[src/qrr_div_step.sv]
// ----------------------------------------------------------------------------
// qrr_div_step: one registered step of a restoring unsigned divider
// Quotient bits shift into the low end of the dividend register.
// ----------------------------------------------------------------------------
module qrr_div_step #(
   parameter int NUM_W  = 30,
   parameter int DIV_W  = 17,
   parameter int SIDE_W = 3
) (
   input  logic              clock,
   input  logic              reset,
   input  logic              enable,
   input  logic              in_valid,
   input  logic [NUM_W-1:0]  in_dvd,
   input  logic [DIV_W-1:0]  in_rem,
   input  logic [DIV_W-1:0]  in_dsr,
   input  logic [SIDE_W-1:0] in_side,
   output logic              out_valid,
   output logic [NUM_W-1:0]  out_dvd,
   output logic [DIV_W-1:0]  out_rem,
   output logic [DIV_W-1:0]  out_dsr,
   output logic [SIDE_W-1:0] out_side
);

   logic              valid_ff;
   logic [NUM_W-1:0]  dvd_ff;
   logic [DIV_W-1:0]  rem_ff, rem_in, rem_shift, dsr_ff;
   logic [SIDE_W-1:0] side_ff;
   logic              qbit;

   always_comb begin
      rem_shift = {in_rem[DIV_W-2:0], in_dvd[NUM_W-1]};
      qbit      = (rem_shift >= in_dsr);
      rem_in    = qbit ? rem_shift - in_dsr : rem_shift;
   end

   always_ff @(posedge clock) begin
      if (reset) begin
         valid_ff <= 1'b0;
      end else if (enable) begin
         valid_ff <= in_valid;
      end
   end

   always_ff @(posedge clock) begin
      if (enable) begin
         dvd_ff  <= {in_dvd[NUM_W-2:0], qbit};
         rem_ff  <= rem_in;
         dsr_ff  <= in_dsr;
         side_ff <= in_side;
      end
   end

   assign out_valid = valid_ff;
   assign out_dvd   = dvd_ff;
   assign out_rem   = rem_ff;
   assign out_dsr   = dsr_ff;
   assign out_side  = side_ff;

endmodule

[config.mk]
export PLATFORM = sky130hd
export DESIGN_NAME = qrr_div_step
export DESIGN_NICKNAME = d
export VERILOG_FILES = /design/src/qrr_div_step.sv
export SDC_FILE = /design/constraint.sdc
export NUM_CORES = 1
export LEC_CHECK = 0
export BUFFER_PORTS_ARGS = -buffer_cell sky130_fd_sc_hd__buf_4
export CAP_MARGIN = 20
export CORE_MARGIN = 1.5
export CORE_UTILIZATION = 34
export DETAILED_ROUTE_END_ITERATION = 10
export PLACE_DENSITY = 0.64
export SKIP_CTS_REPAIR_TIMING = 1
export SLEW_MARGIN = 25
export SYNTH_ARGS = -nofsm -noshare
export SYNTH_HDL_FRONTEND = slang
export SYNTH_SLANG_ARGS = --single-unit
[constraint.sdc]
create_clock -name clock -period 4.3 [get_ports clock]
set_clock_uncertainty 0.15 [all_clocks]
set_input_delay 0.215 -clock clock [delete_from_list [all_inputs] [get_ports clock]]
set_output_delay 0.215 -clock clock [all_outputs]
set_load 0.02 [all_outputs]
Yosys cells after proc, flatten, opt, wreduce, memory -nomap -nowiden
Cells that the tools add are included.
{ "word_totals": {"reg_bits": 68, "out_inout_bits": 68} }
{ "op_classes": {"n_addsub": 1, "order_cmp": 1, "n_mux": 1} }
{ "op_table": {"columns": ["cell", "n"], "rows": [
  ["$ge 17x17->1", 1],
  ["$mux 17", 1],
  ["$sub 17x17->17", 1]
]} }

Depth between registers and ports, before layout
Gate-level depths: netlist (run 1).
{ "depth": {"word_depth": 2, "mapped_depth": 11, "mapped_depth_nobuf": 10} }

Least setup slack after synthesis (run 1)
OpenSTA, ideal clock, no wires.
{ "synth_timing": {"kind": "in2reg", "start": "input in_dvd[29]", "end": "register rem_ff[14] (netlist: out_rem[14]), data pin", "arrival_ps": 2042, "required_time_ps": 3894, "slack_ps": 1852, "path_stages": 10, "path_buffers": 0, "path_cell_list": "inv_1 ha_1 fa_1 nor2b_1 o31a_1 o211ai_2 a21oi_2 nor2_1 or3_1 a41o_1"} }
{ "synth_between": {"elab_chain_len": 2, "elab_cells_between_ends": 3} }
{ "synth_rtl": {"columns": ["item", "line", "source"], "rows": [
  ["from (decl)", "14", "input logic [NUM_W-1:0] in_dvd,"],
  ["$sub 17x17->17 / $ge 17x17->1 (equally long branches)", "34, 33", null],
  ["$mux 17 *", "34", "rem_in = qbit ? rem_shift - in_dsr : rem_shift;"],
  ["via rem_in[14]", "27", "logic [DIV_W-1:0] rem_ff, rem_in, rem_shift, dsr_ff;"],
  ["to (signal assigned)", "48", "rem_ff <= rem_in;"],
  ["to (decl)", "27", null]
]} }
The timed path passes the listed nets; every way through them passes the cells marked *.
A chain may end at the register's enable or synchronous reset.

Worst setup path after layout (run 1)
{ "layout_timing": {"start": "input in_dsr[8]", "end": "register rem_ff[3] (netlist: out_rem[3]), data pin"} }
{ "layout_between": {"elab_chain_len": 2} }
{ "layout_rtl": {"columns": ["item", "line", "source"], "rows": [
  ["from (decl)", "16", "input logic [DIV_W-1:0] in_dsr,"],
  ["$ge 17x17->1", "33", "qbit = (rem_shift >= in_dsr);"],
  ["$mux 17", "34", null],
  ["via rem_in[3]", "27", null]
]} }
The timed path passes the listed nets, and every way through them passes these cells.

==> results of run 1 <==
-- area by class of cell --
cell class                 count  area share, %
inverter                      23           1.68
clock inverter                 6           2.68
clock buffer                  10           2.49
sequential                    68           39.6
tap                          111           2.71
timing repair buffer         189           30.2
multi-input combinational    141           20.6
-- final timing paths --
check	startpoint	end	slack [ps]	cells after the start
hold reg to reg	out_valid	out_valid	970	3
setup reg to reg	out_valid	out_valid	2950	3
hold / removal	in_rem[6]	out_rem[7]	30	2
setup / recovery	in_dsr[8]	out_rem[3]	1020	11
-- kinds of logic (layout without fill, tap and decap cells) --
logic type	after synthesis	count (layout)
buf+inv	28	228
mux	7	7
simple gates	52	52
xor+xnor	8	8
compound gates	56	56
flops	68	68
fa+ha+maj	18	18
-- worst max-delay path, stage by stage --
cell           delay (ps)
dlygate4sd3_1         530
buf_4                 110
inv_1                  30
ha_1                  340
a21oi_1               110
o21bai_1              220
o21a_1                200
a211oi_2               70
o31ai_4               680
buf_4                 350
mux2_2                350
-- flip-flops by register name, summed over array words and instances (netlist names) --
signal / cells
out_side: 3
out_valid: 1
out_dvd: 30
out_rem: 17
out_dsr: 17
-- routing by layer --
metal / wire (um) / share of wire [%] / up-vias
li1: - / - / 1273
met1: 3570 / 42 / 1194
met2: 4190 / 49 / 109
met3: 658 / 7.7 / 12
met4: 109 / 1.3 / 0
met5: 0 / 0 / -
-- per-stage QoR --
| stage | power, uW | area, um2 | instances | util [%] |
|---|---|---|---|---|
| floorplan | 1070 | 3210 | 237 | - |
| global placement | 1250 | 4350 | 481 | 47.3 |
| detailed placement | 1260 | 4350 | 481 | 47.3 |
| CTS | 1970 | 4620 | 497 | 50.2 |
| global route | 2060 | 5130 | 548 | 55.7 |
| finish | 1980 | 5130 | 548 | 55.7 |
-- report_power, final --
group | switching, uW | total [uW] | internal, uW
Clock | 251 | 697 | 446
Combinational | 237 | 462 | 225
Sequential | 18.5 | 821 | 803
Total | 507 | 1980 | 1470
-- layout by cell type (no fill, tap or decap), types with 3 or more instances in the layout --
| cell | count |
|---|---|
| ha_1 | 17 |
| a21oi_1 | 16 |
| buf_4 | 138 |
| nand3_1 | 4 |
| or3_1 | 3 |
| a21oi_2 | 3 |
| nor2b_1 | 5 |
| mux2_4 | 3 |
| xor2_1 | 3 |
| edfxtp_1 | 67 |
| bufinv_16 | 4 |
| o21a_1 | 6 |
| clkbuf_8 | 9 |
| nand2_1 | 10 |
| nor2_1 | 20 |
| xnor2_1 | 5 |
| a21o_1 | 7 |
| a211oi_1 | 3 |
| a41o_1 | 3 |
| dlygate4sd3_1 | 51 |
| o21ai_0 | 4 |
| inv_1 | 23 |
==> results by group, run 1 <==
CTS
  • Clk buf depth: 2
  • CTS Root Cell: clkbuf_8
  • CTS tree: built
  • Clock Sinks: 68
  • Htree depth: 3
  • Clk pin slew, worst setup/hold paths: roughly 80 ps
  • CTS Buf Count: 9
  • Clk_lat worst skew: 340 ps

STA
  • Final hold violation count: 0
  • Final setup fails: 0
  • RSZ-0062 raised after global routing: false
  • WHS: 28.5 ps
  • Period minus WS final: 3280 ps
  • Slew HR: ~42%
  • Fin crit share: 76.2%
  • Fmax: between 0.3 and 0.4 GHz
  • Slew Limit Fails: 0
  • Worst-margin pin slew: 868 ps
  • Fin worst setup slack: 1020 ps
  • TNS Setup: 0 ps

Logic synthesis
  • Area contributors post-synth: edfxtp_1 (63%), ha_1 (6.6%), inv_1 (2.7%)
  • Syn Nets: roughly 330
  • Post-Synth Simple-Gate Area: 7.92%
  • Top FF cell, synth: edfxtp_1
  • Number of synthesized flops with an enable pin: 67
  • Seq/Total Area, Yosys: 63.3%
  • Top cell type's share of synthesized area: 62.7%
  • Post-Syn Instances: 237
  • Post-synthesis mux area share: under 10%
  • Synth cell types: 46
  • Post-Syn Area: 0.00321 mm2
  • Ys async rst share: 0%
  • Flop and latch count out of synthesis: slightly below 70
  • XOR/XNOR share of the synthesized area: 2.18%
  • Synth Warn #: 0
  • Synth Area in Adders: 7.25%
  • Synth top cells by count: edfxtp_1 (67), inv_1 (23), nor2_1 (20)
  • Most frequent cell after synthesis: edfxtp_1
  • Synth Area per Inst: 13.5 um2
  • Main combinational cell family by area after synthesis: compound AO/OA/AOI/OAI gates
  • Post-synth top area cell: edfxtp_1
  • Synth Area in Compound Gates: 12.9%

Power
  • Peak VDD IR: about 0.00016 V
  • Leak: approximately 0.0023 uW
  • Pwr Density: 386 mW/mm2

Setup path
  • Critical Path Start Type: input pin
  • Setup crit end kind: flip-flop
  • Worst Path Arrival: 3230 ps
  • Worst-path maximum fanout: 17
  • Critical path type: in2reg
  • Required time of the critical path: 4250 ps

Global route
  • First-pass GRT wire length: about 11 mm
  • Met1 usage: 18.9%
  • Antenna violations before repair: 0
  • Routing usage on met3: around 5.0%
  • GRT Total Usage: 15.0%
  • GRT met2 Usage: 24.1%
  • Largest net degree at the start of global routing: slightly below 70
  • Vias in the first global route: 2283
  • GRT Residual Overflow: 0
  • Top Usage Layer GRT: met2

Flow run
  • MaxCap Viol Count: 0

Finish
  • Share of layout cells above drive strength 1: 38.0%
  • Ant diodes: 0
  • FF/Latch Area: 0.00203 mm2
  • Fillers: 762
  • Area Growth Syn to Fin: 59.8%
  • Post-layout net count: 521
  • Footprint of the multi-input gates: 0.00106 mm2

Placed design
  • DP Wirelength: 5.50 mm
  • Pre-CTS setup slack: 1170 ps
  • PortBufs: 137
  • Routability cong.: 0.737

Worst hold path
  • Hold Crit Class: in2reg

Drt
  • ANT nets after route: 0
  • Via density per instance: 4.72
  • DR WL/cell: 15.6 um
  • Initial DRT Pass Iterations: 4
  • Drt total wl: 8.52 mm
  • Starting DRT DRC Count: 65
  • Via Count: about 2600
  • Drc violations: 0

Floorplanning
  • Die area: 0.0100 mm2
  • Die width: around 100 um
  • Initial Utilization: 34.9%
  • Core area: approximately 0.0092 mm2
  • Num rows: 35
  • Die Height: 100 um
  • I/O pin cnt: 139

Run status
  • Status: completed
No activity file was read; power rests on OpenSTA's default activity.
==> run 2, diff against run 1 <==
- PLACE_DENSITY: 0.64 -> 0.67
- clock period: 4.3 -> 2.93 ns (I/O delays scaled with it)
==> run 2 against run 1 <==
  * Setup slack got worse by 860 ps
  * Count of clock-buffer cells in the layout rose by 1
  * Power rose by 30%
  * First-iteration DRC count rose by 9.2%
  * Worst hold slack got worse by 20 ps
  * Global-route usage fell by 0.25 points
  * Critical path depth fell by 1
  * Combinational power rose by 51%
  * Utilization rose by 0.23 points
  * Register-to-register slack got worse by 1400 ps
  * Routed wire length rose by 6.2%
  * Flip-flop and latch count did not move
  * Critical endpoint is now out_rem[14]
==> results by group, run 2 (synthesis results as in run 1) <==
Setup path
  • Worst Path Arrival: 2720 ps
  • Crit path cell chain: dlygate4sd3_1, buf_4, fa_1, nor2b_1, o31a_1, o211ai_2, a21oi_2, nor2_1, or3_1, a41o_1
  • CP max stage delay: 560 ps
  • Critical path buffers and inverters: 2
  • Critical path type: in2reg
  • Slowest-stage cell, CP: dlygate4sd3_1
  • Family with the most delay on the worst path: compound AO/OA/AOI/OAI gates
  • Critical Path Start Type: input pin
  • Setup crit end kind: flip-flop
  • Required time of the critical path: 2880 ps
  • Worst-path maximum fanout: 3

CTS
  • Htree depth: 3
  • Clk buf depth: 2
  • CTS tree: built
  • Clk_lat worst skew: 340 ps
  • CTS Root Cell: clkbuf_8
  • CTS Buf Count: 9
  • Clk pin slew, worst setup/hold paths: 80 ps
  • Clock Sinks: 68

Drt
  • Drc violations: 0
  • Via density per instance: 4.74
  • Via Count: 2658
  • ANT nets after route: 0
  • Drt total wl: 9.05 mm
  • Starting DRT DRC Count: approximately 70
  • Initial DRT Pass Iterations: 4
  • DR WL/cell: between 15 and 20 um

Global route
  • GRT Total Usage: 14.8%
  • GRT Residual Overflow: 0
  • Antenna violations before repair: 0
  • First-pass GRT wire length: approximately 11 mm
  • Largest net degree at the start of global routing: 69
  • Vias in the first global route: between 2000 and 2500

STA
  • Worst-margin pin slew: 874 ps
  • Slew Limit Fails: 0
  • TNS Setup: 0 ps
  • RSZ-0062 raised after global routing: false
  • Final setup fails: 0
  • Fin crit share: 94.5%
  • Fmax: ~0.36 GHz
  • Slew HR: approximately two fifths
  • Final hold violation count: 0
  • Period minus WS final: 2770 ps

Finish
  • Ant diodes: 0
  • Largest register FFs: 30
  • Commonest non-fill, non-tap cells in the layout: buf_4 (140), edfxtp_1 (67), dlygate4sd3_1 (62)
  • Share of layout cells above drive strength 1: between 30% and 40%
  • Post-layout net count: 534
  • Final core utilization: 56.0%
  • Fillers: 756
  • Area Growth Syn to Fin: 60.5%
  • Most common cell after layout, fill and taps aside: buf_4

Floorplanning
  • Die Height: 100 um
  • Num rows: 35
  • Core area: between 0.009 and 0.01 mm2
  • I/O pin cnt: about 140
  • Die width: 100 um
  • Die area: 0.0100 mm2
  • Initial Utilization: roughly a third

Flow run
  • MaxCap Viol Count: 0

Placed design
  • Routability cong.: 0.823
  • DP Wirelength: between 5 and 6 mm
  • PortBufs: 137

Worst hold path
  • Hold Crit Class: in2reg

Power
  • Seq pwr share: 46.9%
  • Switching Power: 748 uW
  • Leak: 0.00227 uW
  • Clock network power share: 25.9%
  • Switching Fraction: about 29%
  • Pwr Density: 500 mW/mm2
  • Peak VDD IR: 0.000164 V
  • Comb power frac: 27.2%
  • Pint: 1820 uW
  • Final Power: 2570 uW

Run status
  • Status: completed
-- run 2: changes by cell type in the layout (fill, tap and decap cells not counted), sizes merged --
cell         delta
dlygate4sd3    +11
bufinv          -4
buf             +2
clkinvlp        +2
clkbuf          +1
clkinv          +1
-- run 2: stage by stage --
| stage | area [um2] | hold WS, ps | instances | setup WS (ps) |
|---|---|---|---|---|
| 3_3_place_gp | 4370 | 155 | 483 | 281 |
| 6_report | 5150 | 8.46 | 561 | 160 |
| 3_5_place_dp | 4370 | 162 | 483 | 233 |
| 2_1_floorplan | 3210 | 68.9 | 237 | 550 |
| 5_1_grt | 5150 | 10.2 | 561 | 28.9 |
| 4_1_cts | 4530 | -212 | 499 | 605 |
-- run 2: tightest hold or removal path: stages --
cell and delay (ps):
buf_4 80, nor2_1 30, a21oi_1 110
-- run 2: final cells by class --
cell class	count	area [um2]	share of cell area, %
Sequential cell	68	2030	39.5
Multi-Input combinational cell	141	1060	20.5
Clock inverter	5	30.0	0.583
Inverter	23	86.3	1.68
Timing Repair Buffer	202	1670	32.5
Clock buffer	11	131	2.55
Tap cell	111	139	2.70
-- run 2: path summary, 6_finish.rpt --
path	start	to	slack (ps)	depth (start not counted)
max	in_dsr[1]	out_rem[14]	160	10
min	in_dvd[29]	out_rem[0]	8	3
max reg2reg	out_valid	out_valid	1600	3
min reg2reg	out_valid	out_valid	950	3
-- run 2: power by group through the flow --
| stage | combinational (uW) | clock [uW] | sequential [uW] |
|---|---|---|---|
| floorplan | 227 | 0 | 1340 |
| global placement | 615 | 0 | 1230 |
| detailed placement | 623 | 0 | 1230 |
| CTS | 626 | 686 | 1210 |
| global route | 749 | 726 | 1220 |
| finish | 699 | 667 | 1210 |
-- run 2: routing by layer --
metal / vias up / track usage, % / part of all wire (%)
met5: - / 0 / 0
met4: 0 / 5.85 / 1.1
met3: 6 / 5.43 / 6.9
met2: 105 / 24.6 / 49
met1: 1245 / 17.3 / 43
li1: 1302 / - / -
==> run 3, diff against run 2 <==
- ABC_AREA: unset -> 1
- PLACE_DENSITY: 0.67 -> 0.66
==> run 3 against run 2 <==
  * Sequential power about the same
  * First-iteration DRC count increased by 110%
  * Die area increased by 7.9%
  * Clock power increased by 14%
  * Final area increased by 6.4%
  * Fmax increased by 18%
  * Critical endpoint is now out_rem[4]
  * Highest routed layer unchanged
==> results by group, run 3 <==
Run status
  • Status: completed

Global route
  • GRT Total Usage: between 15 and 20%
  • Largest net degree at the start of global routing: 69
  • GRT Residual Overflow: 0
  • Vias in the first global route: 2735
  • First-pass GRT wire length: ~13 mm
  • Antenna violations before repair: 0

STA
  • Worst-margin pin slew: approximately 870 ps
  • TNS Setup: 0 ps
  • Fin crit share: between 80 and 90%
  • RSZ-0062 raised after global routing: false
  • Final setup fails: 0
  • Slew HR: a little over two fifths
  • Slew Limit Fails: 0
  • Period minus WS final: 2350 ps
  • Final hold violation count: 0
  • Fmax: 0.425 GHz

Finish
  • Design area: 0.00548 mm2
  • Area Growth Syn to Fin: 57.9%
  • Fillers: 854
  • Ant diodes: 0
  • Most common cell after layout, fill and taps aside: buf_4
  • Largest register FFs: 30
  • Commonest non-fill, non-tap cells in the layout: buf_4 (137), nand2_1 (126), edfxtp_1 (67)
  • Share of layout cells above drive strength 1: 29.6%
  • Post-layout net count: roughly 660

Logic synthesis
  • Top cell type's share of synthesized area: 58.0%
  • Synth top cells by count: nand2_1 (126), edfxtp_1 (67), inv_1 (60)
  • Synth cell types: 29
  • Area contributors post-synth: edfxtp_1 (58%), nand2_1 (14%), inv_1 (6.5%)
  • Syn Nets: around 440
  • Flop and latch count out of synthesis: slightly below 70
  • Seq/Total Area, Yosys: 58.6%
  • Post-Syn Instances: around 360
  • Synth Area per Inst: 9.77 um2
  • Synth Warn #: 0
  • Top FF cell, synth: edfxtp_1
  • Most frequent cell after synthesis: nand2_1
  • Post-Syn Area: 0.00347 mm2
  • Ys async rst share: 0%
  • Post-synth top area cell: edfxtp_1
  • Number of synthesized flops with an enable pin: 67

Drt
  • ANT nets after route: 0
  • Starting DRT DRC Count: approximately 150
  • DR WL/cell: about 13 um
  • Initial DRT Pass Iterations: 4
  • Via density per instance: approximately 4.3
  • Drt total wl: 9.29 mm
  • Drc violations: 0
  • Via Count: 3052

Floorplanning
  • Num rows: 36
  • Die Height: 104 um
  • Die width: 104 um
  • I/O pin cnt: 139
  • Initial Utilization: a little over a third
  • Core area: 0.00982 mm2
  • Die area: ~0.011 mm2

Setup path
  • Setup crit end kind: flip-flop
  • CP max stage delay: 560 ps
  • Critical Path Start Type: input pin
  • Worst Path Arrival: 2320 ps
  • Required time of the critical path: 2900 ps
  • Worst-path maximum fanout: 21
  • Crit path cell chain: dlygate4sd3_1, buf_4, ha_1, nand2_1, nor2_1, nand2_1, nor2_1, nor2_1, nand2_4, inv_4, nand2_1, nand2_1
  • CP dominant cell by count: nand2_1
  • Critical path type: in2reg
  • Slowest-stage cell, CP: dlygate4sd3_1

CTS
  • Htree depth: 3
  • Clock Sinks: 68
  • CTS Buf Count: 9
  • CTS Root Cell: clkbuf_8
  • Clk pin slew, worst setup/hold paths: 80 ps
  • Clk_lat worst skew: 350 ps
  • CTS tree: built
  • Clk buf depth: 2

Placed design
  • PortBufs: 137
  • DP Wirelength: between 6 and 7 mm
  • Routability cong.: 0.838
  • Placed Area: around 0.0046 mm2

Power
  • Pwr Density: 491 mW/mm2
  • Comb power frac: between 20% and 30%
  • Peak VDD IR: 0.000250 V
  • Switching Fraction: 29.6%
  • Pint: ~1900 uW
  • Clock network power share: roughly 28%
  • Leak: 0.00266 uW
  • Switching Power: 796 uW
  • Seq pwr share: 44.9%

Worst hold path
  • Hold Crit Class: in2reg

Flow run
  • MaxCap Viol Count: 0
run 3: final timing paths:
path	start	cells after the start	slack (ps)	end
worst max-delay path	in_rem[6]	12	580	out_rem[4]
worst min-delay path	in_rem[0]	3	20	out_rem[1]
worst max register to register	out_valid	3	1640	out_valid
worst min register to register	out_valid	3	900	out_valid
run 3: cell type report:
class | instances | area [um2] | share of cell area (%)
Tap cell | 133 | 166 | 3.04
Clock buffer | 9 | 124 | 2.26
Sequential cell | 68 | 2030 | 37.1
Clock inverter | 7 | 66.3 | 1.21
Timing Repair Buffer | 203 | 1690 | 30.8
Inverter | 63 | 239 | 4.36
Multi-Input combinational cell | 221 | 1160 | 21.2
run 3: power by group through the flow:
stage | Combinational [uW] | Clock [uW] | Sequential [uW]
after floorplan | 248 | 0 | 1350
after global placement | 640 | 0 | 1230
after detailed placement | 645 | 0 | 1230
after CTS | 648 | 782 | 1210
after global routing | 787 | 824 | 1220
final | 719 | 761 | 1210
run 3: per-layer routing:
metal / part of all wire [%] / up-vias / track usage [%]
met1: 43 / 1360 / 17.6
met2: 47 / 118 / 26.3
met4: 2.2 / 0 / 6.25
li1: - / 1557 / -
met5: 0 / - / 0
met3: 7.1 / 17 / 6.14
run 3: through the flow:
step | utilization (%) | hold slack, ps | std cells | power [uW] | setup slack (ps)
2_1_floorplan | - | 68.9 | 355 | 1590 | 1150
3_3_place_gp | 47.1 | 155 | 622 | 1870 | 769
3_5_place_dp | 47.1 | 154 | 622 | 1870 | 770
4_1_cts | 49.1 | -233 | 638 | 2640 | 1150
5_1_grt | 55.8 | 36.1 | 704 | 2830 | 425
6_report | 55.8 | 24.8 | 704 | 2690 | 579
run 3: critical path, delay by kind of cell:
family / cells / cell delay (ps)
fa+ha+maj: 1 / 350
buf+inv: 3 / 860
simple gates: 8 / 940
run 3: cells by family (layout without fill, tap and decap cells):
logic type	after synthesis	after routing	share of synthesized area [%]
compound gates	12	12	1.80
xor+xnor	6	6	1.51
fa+ha+maj	18	18	6.71
buf+inv	66	282	7.97
flops	68	68	58.6
mux	1	1	0.289
simple gates	184	184	23.2
